<file path="src/hw/rtl/srta_pkg.sv">
// ----------------------------------------------------------------------------
// srta_pkg
// Shared constants, types and helper functions of the signed radix to ASCII
// converter.
// ----------------------------------------------------------------------------
package srta_pkg;

    localparam int VALUE_W     = 64;
    localparam int MAG_W       = VALUE_W - 1;
    localparam int CHAR_W      = 8;
    localparam int RADIX_W     = 5;
    localparam int DIGIT_W     = 4;
    localparam int CFG_W       = 64;
    localparam int REG_INDEX_W = 2;
    localparam int MAX_RADIX   = 16;
    localparam int MAX_DIGITS  = 64;
    localparam int DIGIT_IDX_W = $clog2(MAX_DIGITS);
    localparam int COUNT_W     = DIGIT_IDX_W + 1;
    localparam int DIV_BITS    = 8;
    localparam int DIV_STEPS   = VALUE_W / DIV_BITS;
    localparam int STEP_W      = $clog2(DIV_STEPS);

    localparam logic [RADIX_W-1:0] RADIX_RESET      = 5'd10;
    localparam logic [CFG_W-1:0]   CHARS_LOW_RESET  = 64'h3736_3534_3332_3130;
    localparam logic [CFG_W-1:0]   CHARS_HIGH_RESET = 64'h4645_4443_4241_3938;
    localparam logic [CHAR_W-1:0]  MINUS_CHAR       = 8'h2D;
    localparam logic [MAG_W-1:0]   MAG_LIMIT        = {MAG_W{1'b1}};
    localparam logic [VALUE_W-1:0] VALUE_MOST_NEG   = {1'b1, {MAG_W{1'b0}}};

    typedef enum logic [REG_INDEX_W-1:0] {
        REG_RADIX      = 2'd0,
        REG_CHARS_LOW  = 2'd1,
        REG_CHARS_HIGH = 2'd2
    } reg_index_t;

    typedef enum logic [2:0] {
        ST_IDLE,
        ST_DIVIDE,
        ST_SIGN,
        ST_READ,
        ST_WRITE
    } state_t;

    typedef struct packed {
        logic load;
        logic div_step;
        logic emit_init;
        logic emit_read;
        logic load_sign;
        logic load_digit;
    } ctrl_cmd_t;

    typedef struct packed {
        logic div_done;
        logic negative;
        logic out_free;
        logic emit_one;
    } dp_status_t;

    // clamp the programmed radix into 2 .. MAX_RADIX
    function automatic logic [RADIX_W-1:0] effective_radix(input logic [RADIX_W-1:0] r);
        logic [RADIX_W-1:0] res;
        res = r;
        if (r < RADIX_W'(2))
            res = RADIX_W'(2);
        else if (r > RADIX_W'(MAX_RADIX))
            res = RADIX_W'(MAX_RADIX);
        return res;
    endfunction

    function automatic logic [CHAR_W-1:0] digit_char(input logic [CFG_W-1:0] chars_low,
                                                     input logic [CFG_W-1:0] chars_high,
                                                     input logic [DIGIT_W-1:0] d);
        logic [CFG_W-1:0] word;
        logic [CFG_W-1:0] shifted;
        word    = d[3] ? chars_high : chars_low;
        shifted = word >> {d[2:0], 3'b000};
        return shifted[CHAR_W-1:0];
    endfunction

endpackage

</file>
<file path="src/hw/rtl/srta_ifs.sv">
// ----------------------------------------------------------------------------
// srta stream interfaces
// Valid/ready channels for the input value and the output characters.
// ----------------------------------------------------------------------------
interface srta_value_if;
    logic                                valid;
    logic                                ready;
    logic signed [srta_pkg::VALUE_W-1:0] value;

    modport source (output valid, output value, input ready);
    modport sink   (input valid, input value, output ready);
endinterface

interface srta_text_if;
    logic                         valid;
    logic                         ready;
    logic [srta_pkg::CHAR_W-1:0]  character;
    logic                         last;

    modport source (output valid, output character, output last, input ready);
    modport sink   (input valid, input character, input last, output ready);
endinterface

</file>
<file path="src/hw/rtl/srta_ctrl.sv">
// ----------------------------------------------------------------------------
// srta_ctrl
// Sequencer: accept, divide digit by digit, sign, then replay digits.
// ----------------------------------------------------------------------------
module srta_ctrl (
    input  logic                   clk,
    input  logic                   rst_n,
    input  logic                   in_valid,
    output logic                   in_ready,
    input  srta_pkg::dp_status_t   status,
    output srta_pkg::ctrl_cmd_t    cmd
);

    srta_pkg::state_t state_reg;
    srta_pkg::state_t state_next;

    always_ff @(posedge clk or negedge rst_n)
    begin
        if (!rst_n)
            state_reg <= srta_pkg::ST_IDLE;
        else
            state_reg <= state_next;
    end

    always_comb
    begin
        state_next = state_reg;
        unique case (state_reg)
            srta_pkg::ST_IDLE:
            begin
                if (in_valid)
                    state_next = srta_pkg::ST_DIVIDE;
            end
            srta_pkg::ST_DIVIDE:
            begin
                if (status.div_done)
                    state_next = srta_pkg::ST_SIGN;
            end
            srta_pkg::ST_SIGN:
            begin
                if (!status.negative || status.out_free)
                    state_next = srta_pkg::ST_READ;
            end
            srta_pkg::ST_READ:
            begin
                state_next = srta_pkg::ST_WRITE;
            end
            srta_pkg::ST_WRITE:
            begin
                if (status.out_free)
                    state_next = status.emit_one ? srta_pkg::ST_IDLE : srta_pkg::ST_READ;
            end
            default:
            begin
                state_next = srta_pkg::ST_IDLE;
            end
        endcase
    end

    always_comb
    begin
        cmd      = '0;
        in_ready = 1'b0;
        unique case (state_reg)
            srta_pkg::ST_IDLE:
            begin
                in_ready = 1'b1;
                cmd.load = in_valid;
            end
            srta_pkg::ST_DIVIDE:
            begin
                cmd.div_step = 1'b1;
            end
            srta_pkg::ST_SIGN:
            begin
                cmd.emit_init = 1'b1;
                cmd.load_sign = status.negative && status.out_free;
            end
            srta_pkg::ST_READ:
            begin
                cmd.emit_read = 1'b1;
            end
            srta_pkg::ST_WRITE:
            begin
                cmd.load_digit = status.out_free;
            end
            default:
            begin
                cmd = '0;
            end
        endcase
    end

endmodule

</file>
<file path="src/hw/rtl/srta_dpath.sv">
// ----------------------------------------------------------------------------
// srta_dpath
// Configuration registers, 8-bit-per-cycle divider, digit memory and
// output character register.
// ----------------------------------------------------------------------------
module srta_dpath (
    input  logic                                 clk,
    input  logic                                 rst_n,
    input  srta_pkg::ctrl_cmd_t                  cmd,
    output srta_pkg::dp_status_t                 status,
    input  logic signed [srta_pkg::VALUE_W-1:0]  value,
    input  logic                                 write_enable,
    input  logic [srta_pkg::REG_INDEX_W-1:0]     reg_index,
    input  logic [srta_pkg::CFG_W-1:0]           write_data,
    output logic                                 out_valid,
    input  logic                                 out_ready,
    output logic [srta_pkg::CHAR_W-1:0]          out_character,
    output logic                                 out_last
);

    logic [srta_pkg::RADIX_W-1:0]     radix_reg;
    logic [srta_pkg::CFG_W-1:0]       chars_low_reg;
    logic [srta_pkg::CFG_W-1:0]       chars_high_reg;
    logic [srta_pkg::RADIX_W-1:0]     radix_eff;

    logic [srta_pkg::VALUE_W-1:0]     dividend_reg;
    logic [srta_pkg::DIGIT_W-1:0]     rem_reg;
    logic [srta_pkg::STEP_W-1:0]      step_cnt_reg;
    logic [srta_pkg::COUNT_W-1:0]     digit_count_reg;
    logic                             negative_reg;
    logic [srta_pkg::COUNT_W-1:0]     emit_idx_reg;
    logic [srta_pkg::DIGIT_W-1:0]     rd_data_reg;
    logic                             out_valid_reg;
    logic [srta_pkg::CHAR_W-1:0]      out_char_reg;
    logic                             out_last_reg;

    logic [srta_pkg::DIGIT_W-1:0]     digit_mem [srta_pkg::MAX_DIGITS];

    logic                             value_neg;
    logic [srta_pkg::VALUE_W-1:0]     value_negated;
    logic [srta_pkg::MAG_W-1:0]       magnitude;
    logic [srta_pkg::DIGIT_W:0]       trial;
    logic [srta_pkg::DIGIT_W-1:0]     rem_next;
    logic [srta_pkg::DIV_BITS-1:0]    qbits;
    logic [srta_pkg::VALUE_W-1:0]     quot_next;
    logic                             step_last;
    logic [srta_pkg::COUNT_W-1:0]     emit_dec;
    logic [srta_pkg::DIGIT_IDX_W-1:0] rd_addr;
    logic                             out_valid_next;

    assign radix_eff = srta_pkg::effective_radix(radix_reg);

    always_ff @(posedge clk or negedge rst_n)
    begin
        if (!rst_n)
        begin
            radix_reg      <= srta_pkg::RADIX_RESET;
            chars_low_reg  <= srta_pkg::CHARS_LOW_RESET;
            chars_high_reg <= srta_pkg::CHARS_HIGH_RESET;
        end
        else if (write_enable)
        begin
            unique case (reg_index)
                srta_pkg::REG_RADIX:      radix_reg      <= write_data[srta_pkg::RADIX_W-1:0];
                srta_pkg::REG_CHARS_LOW:  chars_low_reg  <= write_data;
                srta_pkg::REG_CHARS_HIGH: chars_high_reg <= write_data;
                default:                  ;
            endcase
        end
    end

    // sign and magnitude, most negative value saturates
    assign value_neg     = value[srta_pkg::VALUE_W-1];
    assign value_negated = ~value + srta_pkg::VALUE_W'(1);
    always_comb
    begin
        if (!value_neg)
            magnitude = value[srta_pkg::MAG_W-1:0];
        else if (value == srta_pkg::VALUE_MOST_NEG)
            magnitude = srta_pkg::MAG_LIMIT;
        else
            magnitude = value_negated[srta_pkg::MAG_W-1:0];
    end

    // restoring division, eight dividend bits per cycle
    always_comb
    begin
        rem_next = rem_reg;
        qbits    = '0;
        trial    = '0;
        for (int i = 0; i < srta_pkg::DIV_BITS; i++)
        begin
            trial = {rem_next, dividend_reg[srta_pkg::VALUE_W-1-i]};
            if (trial >= radix_eff)
            begin
                rem_next = srta_pkg::DIGIT_W'(trial - radix_eff);
                qbits[srta_pkg::DIV_BITS-1-i] = 1'b1;
            end
            else
            begin
                rem_next = trial[srta_pkg::DIGIT_W-1:0];
            end
        end
    end

    assign quot_next = {dividend_reg[srta_pkg::VALUE_W-srta_pkg::DIV_BITS-1:0], qbits};
    assign step_last = (step_cnt_reg == srta_pkg::STEP_W'(srta_pkg::DIV_STEPS - 1));

    always_ff @(posedge clk or negedge rst_n)
    begin
        if (!rst_n)
        begin
            dividend_reg    <= '0;
            rem_reg         <= '0;
            step_cnt_reg    <= '0;
            digit_count_reg <= '0;
            negative_reg    <= 1'b0;
        end
        else if (cmd.load)
        begin
            dividend_reg    <= {1'b0, magnitude};
            rem_reg         <= '0;
            step_cnt_reg    <= '0;
            digit_count_reg <= '0;
            negative_reg    <= value_neg;
        end
        else if (cmd.div_step)
        begin
            step_cnt_reg <= step_cnt_reg + srta_pkg::STEP_W'(1);
            if (step_last)
            begin
                // quotient stays in place as the next dividend
                dividend_reg    <= quot_next;
                rem_reg         <= '0;
                digit_count_reg <= digit_count_reg + srta_pkg::COUNT_W'(1);
            end
            else
            begin
                dividend_reg <= quot_next;
                rem_reg      <= rem_next;
            end
        end
    end

    assign emit_dec = emit_idx_reg - srta_pkg::COUNT_W'(1);
    assign rd_addr  = emit_dec[srta_pkg::DIGIT_IDX_W-1:0];

    always_ff @(posedge clk)
    begin
        if (cmd.div_step && step_last)
            digit_mem[digit_count_reg[srta_pkg::DIGIT_IDX_W-1:0]] <= rem_next;
        if (cmd.emit_read)
            rd_data_reg <= digit_mem[rd_addr];
    end

    always_ff @(posedge clk or negedge rst_n)
    begin
        if (!rst_n)
            emit_idx_reg <= '0;
        else if (cmd.emit_init)
            emit_idx_reg <= digit_count_reg;
        else if (cmd.load_digit)
            emit_idx_reg <= emit_dec;
    end

    always_comb
    begin
        if (cmd.load_sign || cmd.load_digit)
            out_valid_next = 1'b1;
        else if (out_ready)
            out_valid_next = 1'b0;
        else
            out_valid_next = out_valid_reg;
    end

    always_ff @(posedge clk or negedge rst_n)
    begin
        if (!rst_n)
            out_valid_reg <= 1'b0;
        else
            out_valid_reg <= out_valid_next;
    end

    always_ff @(posedge clk)
    begin
        if (cmd.load_sign)
        begin
            out_char_reg <= srta_pkg::MINUS_CHAR;
            out_last_reg <= 1'b0;
        end
        else if (cmd.load_digit)
        begin
            out_char_reg <= srta_pkg::digit_char(chars_low_reg, chars_high_reg, rd_data_reg);
            out_last_reg <= (emit_idx_reg == srta_pkg::COUNT_W'(1));
        end
    end

    assign status.div_done = step_last && ((quot_next == '0) ||
                             (digit_count_reg == srta_pkg::COUNT_W'(srta_pkg::MAX_DIGITS - 1)));
    assign status.negative = negative_reg;
    assign status.out_free = !out_valid_reg || out_ready;
    assign status.emit_one = (emit_idx_reg == srta_pkg::COUNT_W'(1));

    assign out_valid     = out_valid_reg;
    assign out_character = out_char_reg;
    assign out_last      = out_last_reg;

    a_count_bound: assert property (@(posedge clk) disable iff (!rst_n)
        digit_count_reg <= srta_pkg::COUNT_W'(srta_pkg::MAX_DIGITS))
        else $error("digit count beyond store depth");

    a_rem_range: assert property (@(posedge clk) disable iff (!rst_n)
        {1'b0, rem_reg} < radix_eff)
        else $error("partial remainder not below radix");

    a_read_in_range: assert property (@(posedge clk) disable iff (!rst_n)
        cmd.emit_read |-> (emit_idx_reg != '0))
        else $error("digit read with no digit left");

    a_no_overwrite: assert property (@(posedge clk) disable iff (!rst_n)
        (cmd.load_digit || cmd.load_sign) |-> (!out_valid_reg || out_ready))
        else $error("output word overwritten before it was taken");

endmodule

</file>
<file path="src/hw/rtl/signed_radix_to_ascii_core.sv">
// ----------------------------------------------------------------------------
// signed_radix_to_ascii_core
// Converts a signed 64-bit value to ASCII text in a programmable radix,
// one character word per output handshake, most significant first.
// ----------------------------------------------------------------------------
// order: accept, divide digit by digit (8 dividend bits a cycle), then the sign,
//   then per digit a memory read and a load that waits for a free output register
// the next value is accepted once the last character sits in the output register
// reset: radix 10, table "0123456789ABCDEF", no output word pending
module signed_radix_to_ascii_core (
    input  logic                                clk,
    input  logic                                rst_n,
    srta_value_if.sink                          operand,
    srta_text_if.source                         text,
    input  logic                                write_enable,
    input  logic [srta_pkg::REG_INDEX_W-1:0]    reg_index,
    input  logic [srta_pkg::CFG_W-1:0]          write_data
);

    srta_pkg::ctrl_cmd_t  cmd;
    srta_pkg::dp_status_t status;

    srta_ctrl u_ctrl (
        .clk      (clk),
        .rst_n    (rst_n),
        .in_valid (operand.valid),
        .in_ready (operand.ready),
        .status   (status),
        .cmd      (cmd)
    );

    srta_dpath u_dpath (
        .clk           (clk),
        .rst_n         (rst_n),
        .cmd           (cmd),
        .status        (status),
        .value         (operand.value),
        .write_enable  (write_enable),
        .reg_index     (reg_index),
        .write_data    (write_data),
        .out_valid     (text.valid),
        .out_ready     (text.ready),
        .out_character (text.character),
        .out_last      (text.last)
    );

endmodule
</file>
<file path="src/flat_wrapper.sv">
// flat-port wrapper written by rule: the top's interface ports become plain ports
module signed_radix_to_ascii_core_flat 
  (clk, rst_n, write_enable, reg_index, write_data, operand_valid, operand_value, operand_ready, text_valid, text_character, text_last, text_ready);
  srta_value_if operand_i ();
  srta_text_if text_i ();
  input  logic clk;
  input  logic rst_n;
  input  logic write_enable;
  input  logic [srta_pkg::REG_INDEX_W-1:0] reg_index;
  input  logic [srta_pkg::CFG_W-1:0] write_data;
  input wire logic [$bits(operand_i.valid)-1:0] operand_valid;
  input wire logic [$bits(operand_i.value)-1:0] operand_value;
  output wire logic [$bits(operand_i.ready)-1:0] operand_ready;
  output wire logic [$bits(text_i.valid)-1:0] text_valid;
  output wire logic [$bits(text_i.character)-1:0] text_character;
  output wire logic [$bits(text_i.last)-1:0] text_last;
  input wire logic [$bits(text_i.ready)-1:0] text_ready;
  assign operand_i.valid = operand_valid;
  assign operand_i.value = operand_value;
  assign operand_ready = operand_i.ready;
  assign text_valid = text_i.valid;
  assign text_character = text_i.character;
  assign text_last = text_i.last;
  assign text_i.ready = text_ready;
  signed_radix_to_ascii_core u_core (.clk(clk), .rst_n(rst_n), .operand(operand_i), .text(text_i), .write_enable(write_enable), .reg_index(reg_index), .write_data(write_data));
endmodule
</file>
<file path="config.mk">
export PLATFORM = sky130hd
export DESIGN_NAME = signed_radix_to_ascii_core_flat
export DESIGN_NICKNAME = d
export VERILOG_FILES = /design/src/hw/rtl/srta_pkg.sv /design/src/hw/rtl/srta_ifs.sv /design/src/hw/rtl/srta_ctrl.sv /design/src/hw/rtl/srta_dpath.sv /design/src/hw/rtl/signed_radix_to_ascii_core.sv /design/src/flat_wrapper.sv
export SDC_FILE = /design/constraint.sdc
export NUM_CORES = 1
export LEC_CHECK = 0
export BUFFER_PORTS_ARGS = -buffer_cell sky130_fd_sc_hd__buf_2
export CAP_MARGIN = 20
export CORE_MARGIN = 8
export CORE_UTILIZATION = 50
export CTS_BUF_LIST = sky130_fd_sc_hd__clkbuf_8
export DETAILED_ROUTE_END_ITERATION = 8
export MAX_ROUTING_LAYER = met4
export PLACE_DENSITY = 0.68
export RECOVER_POWER = 50
export SLEW_MARGIN = 30
export SYNTH_ARGS = -nofsm -noshare
export SYNTH_HDL_FRONTEND = slang
export SYNTH_HIERARCHICAL = 1
export SYNTH_SLANG_ARGS = --single-unit
</file>
<file path="constraint.sdc">
create_clock -name clk -period 15.1 [get_ports clk]
set_input_delay 0.755 -clock clk [delete_from_list [all_inputs] [get_ports clk]]
set_output_delay 0.755 -clock clk [all_outputs]
set_load 0.02 [all_outputs]
</file>
==> impl.org <==
** Outcome
- Run status :: finished with violations
- The checks that failed: max-capacitance violations, max-slew violations.

** Routing
- After detailed routing, the average wire length per cell comes to ~22 um.
- Detailed Route Iter0 Violations :: between 1,000 and 1,500
- Routed via count :: 15,300
- Routed Wire Length :: approximately 57 mm
- Once detail routing completed, the nets flagged for antenna violations numbered 0.
- Drc violations :: 0
- The first detailed-routing pass took 5 iterations.
- Dividing the detail-routed via count by the number of cells gives 5.96.

** Clock network
- The cell sitting at the root of the clock tree is a clkbuf_8.
- The number of setup buffers added after CTS is 0.
- Htree depth :: 3
- Clock buffer depth :: 3
- In this run, CTS created clock tree buffers numbering 82.
- After clock tree synthesis, the clock-pin slew on the worst setup and hold paths is 0.06 ns.
- Buffers inserted to repair hold after CTS numbered 0.
- TritonCTS built the clock tree.
- At the later pin of the worst-skew pair, clock insertion delay measures between 0.6 and 0.7 ns.
- CTS saw between 400 and 500 sinks.
- Count of instances resized after the clock tree is built :: 0

** Floorplan
- The die covers around 56,000 um2.
- In this run the count of I/O pins placed on the die edge is about 150.
- For this configuration, the core starts out at a cell density of 0.505.
- The floorplan has 80 rows.
- Chip Height :: 236 um
- Die width :: about 240 um
- Placeable core region :: approximately 48,000 um2

** Synth
- Cells after Synth :: 1,734
- Mapped Nets :: between 1,500 and 2,000
- During synthesis, Yosys emitted a total of 6 warnings.
- Counting flops with a built-in enable in the synthesized netlist gives 260.
- Of the total synthesized cell area, the portion taken by XOR and XNOR cells is 0.0337.
- The most used flip-flop cell after synthesis is edfxtp_1.
- Each instance of the synthesized netlist takes up on average ~14 um2.
- Of the post-synthesis cell area, the dominant cell type holds 0.324.
- Post-synthesis register bit count :: 492
- Mux share of post-synthesis cell area :: 0.189
- Dominant combinational cell family by area after synthesis :: multiplexers
- After synthesis, the netlist uses 67 different library cells.
- The mapped netlist covers about 24,000 um2.
- The share of the Yosys chip area taken by registers is 0.565.
- Library cell with the largest summed area after synthesis :: edfxtp_1
- Of the total synthesized cell area, the portion taken by full adders, half adders and majority gates is 0.0305.
- Complex-gate fraction of the synthesized area :: 0.0778
- Post-Synth Simple-Gate Area :: 0.0802
- Cell types with the largest area share after synthesis :: edfxtp_1, dfrtp_1, mux4_2, mux2_2, dfstp_2
- Fraction of synthesis flops using an asynchronous set or reset pin :: 0.453

** Worst hold path
- Min-Delay Path Class :: input port to register

** Critical path
- Cell with the largest stage delay on the worst path :: o31ai_4
- Category of the worst setup path capture point :: register
- Of all nets on the critical path, the largest fanout is 35.
- Data arrives at the worst endpoint at between 10 and 15 ns.
- STA classifies the critical path startpoint as a register.
- Required time reported for the critical path endpoint :: around 15 ns
- On the worst path, the slowest cell contributes a delay of ~0.66 ns.
- CP bufs+invs :: 7
- Worst setup path class :: register to register
- The kind of cell with the highest combined delay along the critical path is compound AO/OA/AOI/OAI gates.
- Cell repeated most along the worst path :: ha_1

** Placement
- Number of input and output port buffers inserted :: about 150
- At the end of routability-driven placement, the weighted congestion stood at 0.880.
- Before CTS, the worst setup slack after placement is around 0.94 ns.
- DP HPWL :: 37.6 mm

** STA
- Fraction of the cycle the final worst path needs :: 0.917
- Summed over all failing endpoints, the final setup total negative slack is 0 ns.
- Minimum period implied by the final worst setup slack :: 13.85 ns
- The count of endpoints failing hold in the final timing report is 0.
- Setup repair after global routing missed its margin :: no
- Max Slew Vio Count :: around 690
- For the final database, setup skew stands at 0.0394 ns.
- Setup slack of the critical path after layout :: around 1.3 ns
- Slew of the pin with the lowest slew margin :: ~4.7 ns
- The worst pin sits at a relative slew slack of -2.15.
- Setup violations remaining at the end of the flow were counted as 0.
- For this run, the top clock speed supported by timing is 0.0722 GHz.

** Global routing
- For this run, the total global-route usage over all layers was measured as 0.208.
- Number of antenna violations at the first check in global routing :: 1
- Via count of the first global-routing pass :: 16,100
- Entering global routing, the biggest net connects between 90 and 100 pins.
- Wire length of the first global-routing pass :: around 90 mm
- Remaining global-route overflow :: 0

** Final layout
- After filler insertion, the fill cell instance count of the layout stands at around 3,800.
- For this run, the post-layout net count is a little over 2,000.
- Relative to the synthesized area, the layout overhead comes to 12.2%.
- Flip-flop count of the largest register after layout :: about 260
- In the layout the commonest cells are edfxtp_1, dfrtp_1, mux2_2.
- The library cell used most frequently in the layout, excluding fill and tap cells, is edfxtp_1.
- Share of post-route cells with drive strength above 1 :: 0.302

** Run
- The tool flagged a number of max-cap violations equal to 12.
==> per-stage QoR <==
step	instance area [um2]	hold WS, ns	cells	utilization
2_1_floorplan	24100	0.459	1734	-
3_3_place_gp	25400	0.470	2408	0.532
3_5_place_dp	25400	0.489	2409	0.533
4_1_cts	27100	0.0934	2562	0.568
5_1_grt	27100	0.333	2564	0.567
6_report	27100	0.354	2564	0.567
==> synthesized netlist by cell type (all sizes together) (8+ instances only) <==
cell,count
fa,8
a211oi,58
nand2,61
mux4,120
mux2i,28
o31ai,18
ha,46
o21ai,55
or3,17
edfxtp,260
inv,36
dfxtp,9
nor4,24
clkbuf,82
nand2b,19
buf,23
mux2,141
nor2b,56
nor3,10
xor2,65
nor2,116
a21o,14
nand3b,11
nand3,13
a21oi,89
a22oi,8
o41ai,18
xnor2,28
dfstp,52
dfrtp,171
or4,10
==> layout make-up <==
type	instances	area, um2	area share
clock inverter	56	355	0.0131
timing repair buffer	165	832	0.0307
multi-input combinational	1102	10000	0.370
antenna	1	2.50	0.0000924
tap	615	769	0.0284
sequential	492	13600	0.504
clock buffer	97	1340	0.0493
inverter	36	135	0.00499
==> path summary, 6_finish.rpt <==
path	start	endpoint	slack [ns]	cells after the start
setup / recovery	u_core/u_dpath/radix_reg[4]	u_core/u_dpath/digit_mem[47][1]	1.25	50
hold / removal	write_data[29]	u_core/u_dpath/chars_high_reg[29]	0.35	2
setup reg to reg	u_core/u_dpath/radix_reg[4]	u_core/u_dpath/digit_mem[47][1]	1.25	50
hold reg to reg	u_core/u_dpath/chars_low_reg[31]	u_core/u_dpath/chars_low_reg[31]	0.50	1
max in group asynchronous	rst_n	u_core/u_dpath/dividend_reg[27]	8.01	2
min in group asynchronous	rst_n	u_core/u_dpath/chars_low_reg[22]	1.80	1
==> cell families after synthesis <==
| group | count (synthesis) |
|---|---|
| AO/OA/AOI/OAI | 293 |
| XOR/XNOR | 93 |
| adder cells (fa/ha/maj) | 54 |
| buffers and inverters | 141 |
| flip-flops | 492 |
| multiplexers | 289 |
| AND/OR/NAND/NOR | 372 |
==> layer usage <==
metal,routed length (um),share of wire,global-route usage
met3,2970,0.052,0.0357
met1,24100,0.42,0.264
met5,0,0,-
met4,1430,0.025,0.0737
met2,28200,0.50,0.337
Power is left out: the tool's default activity adds up to more than one toggle a clock period on the data nets, which glitch-free logic cannot reach.
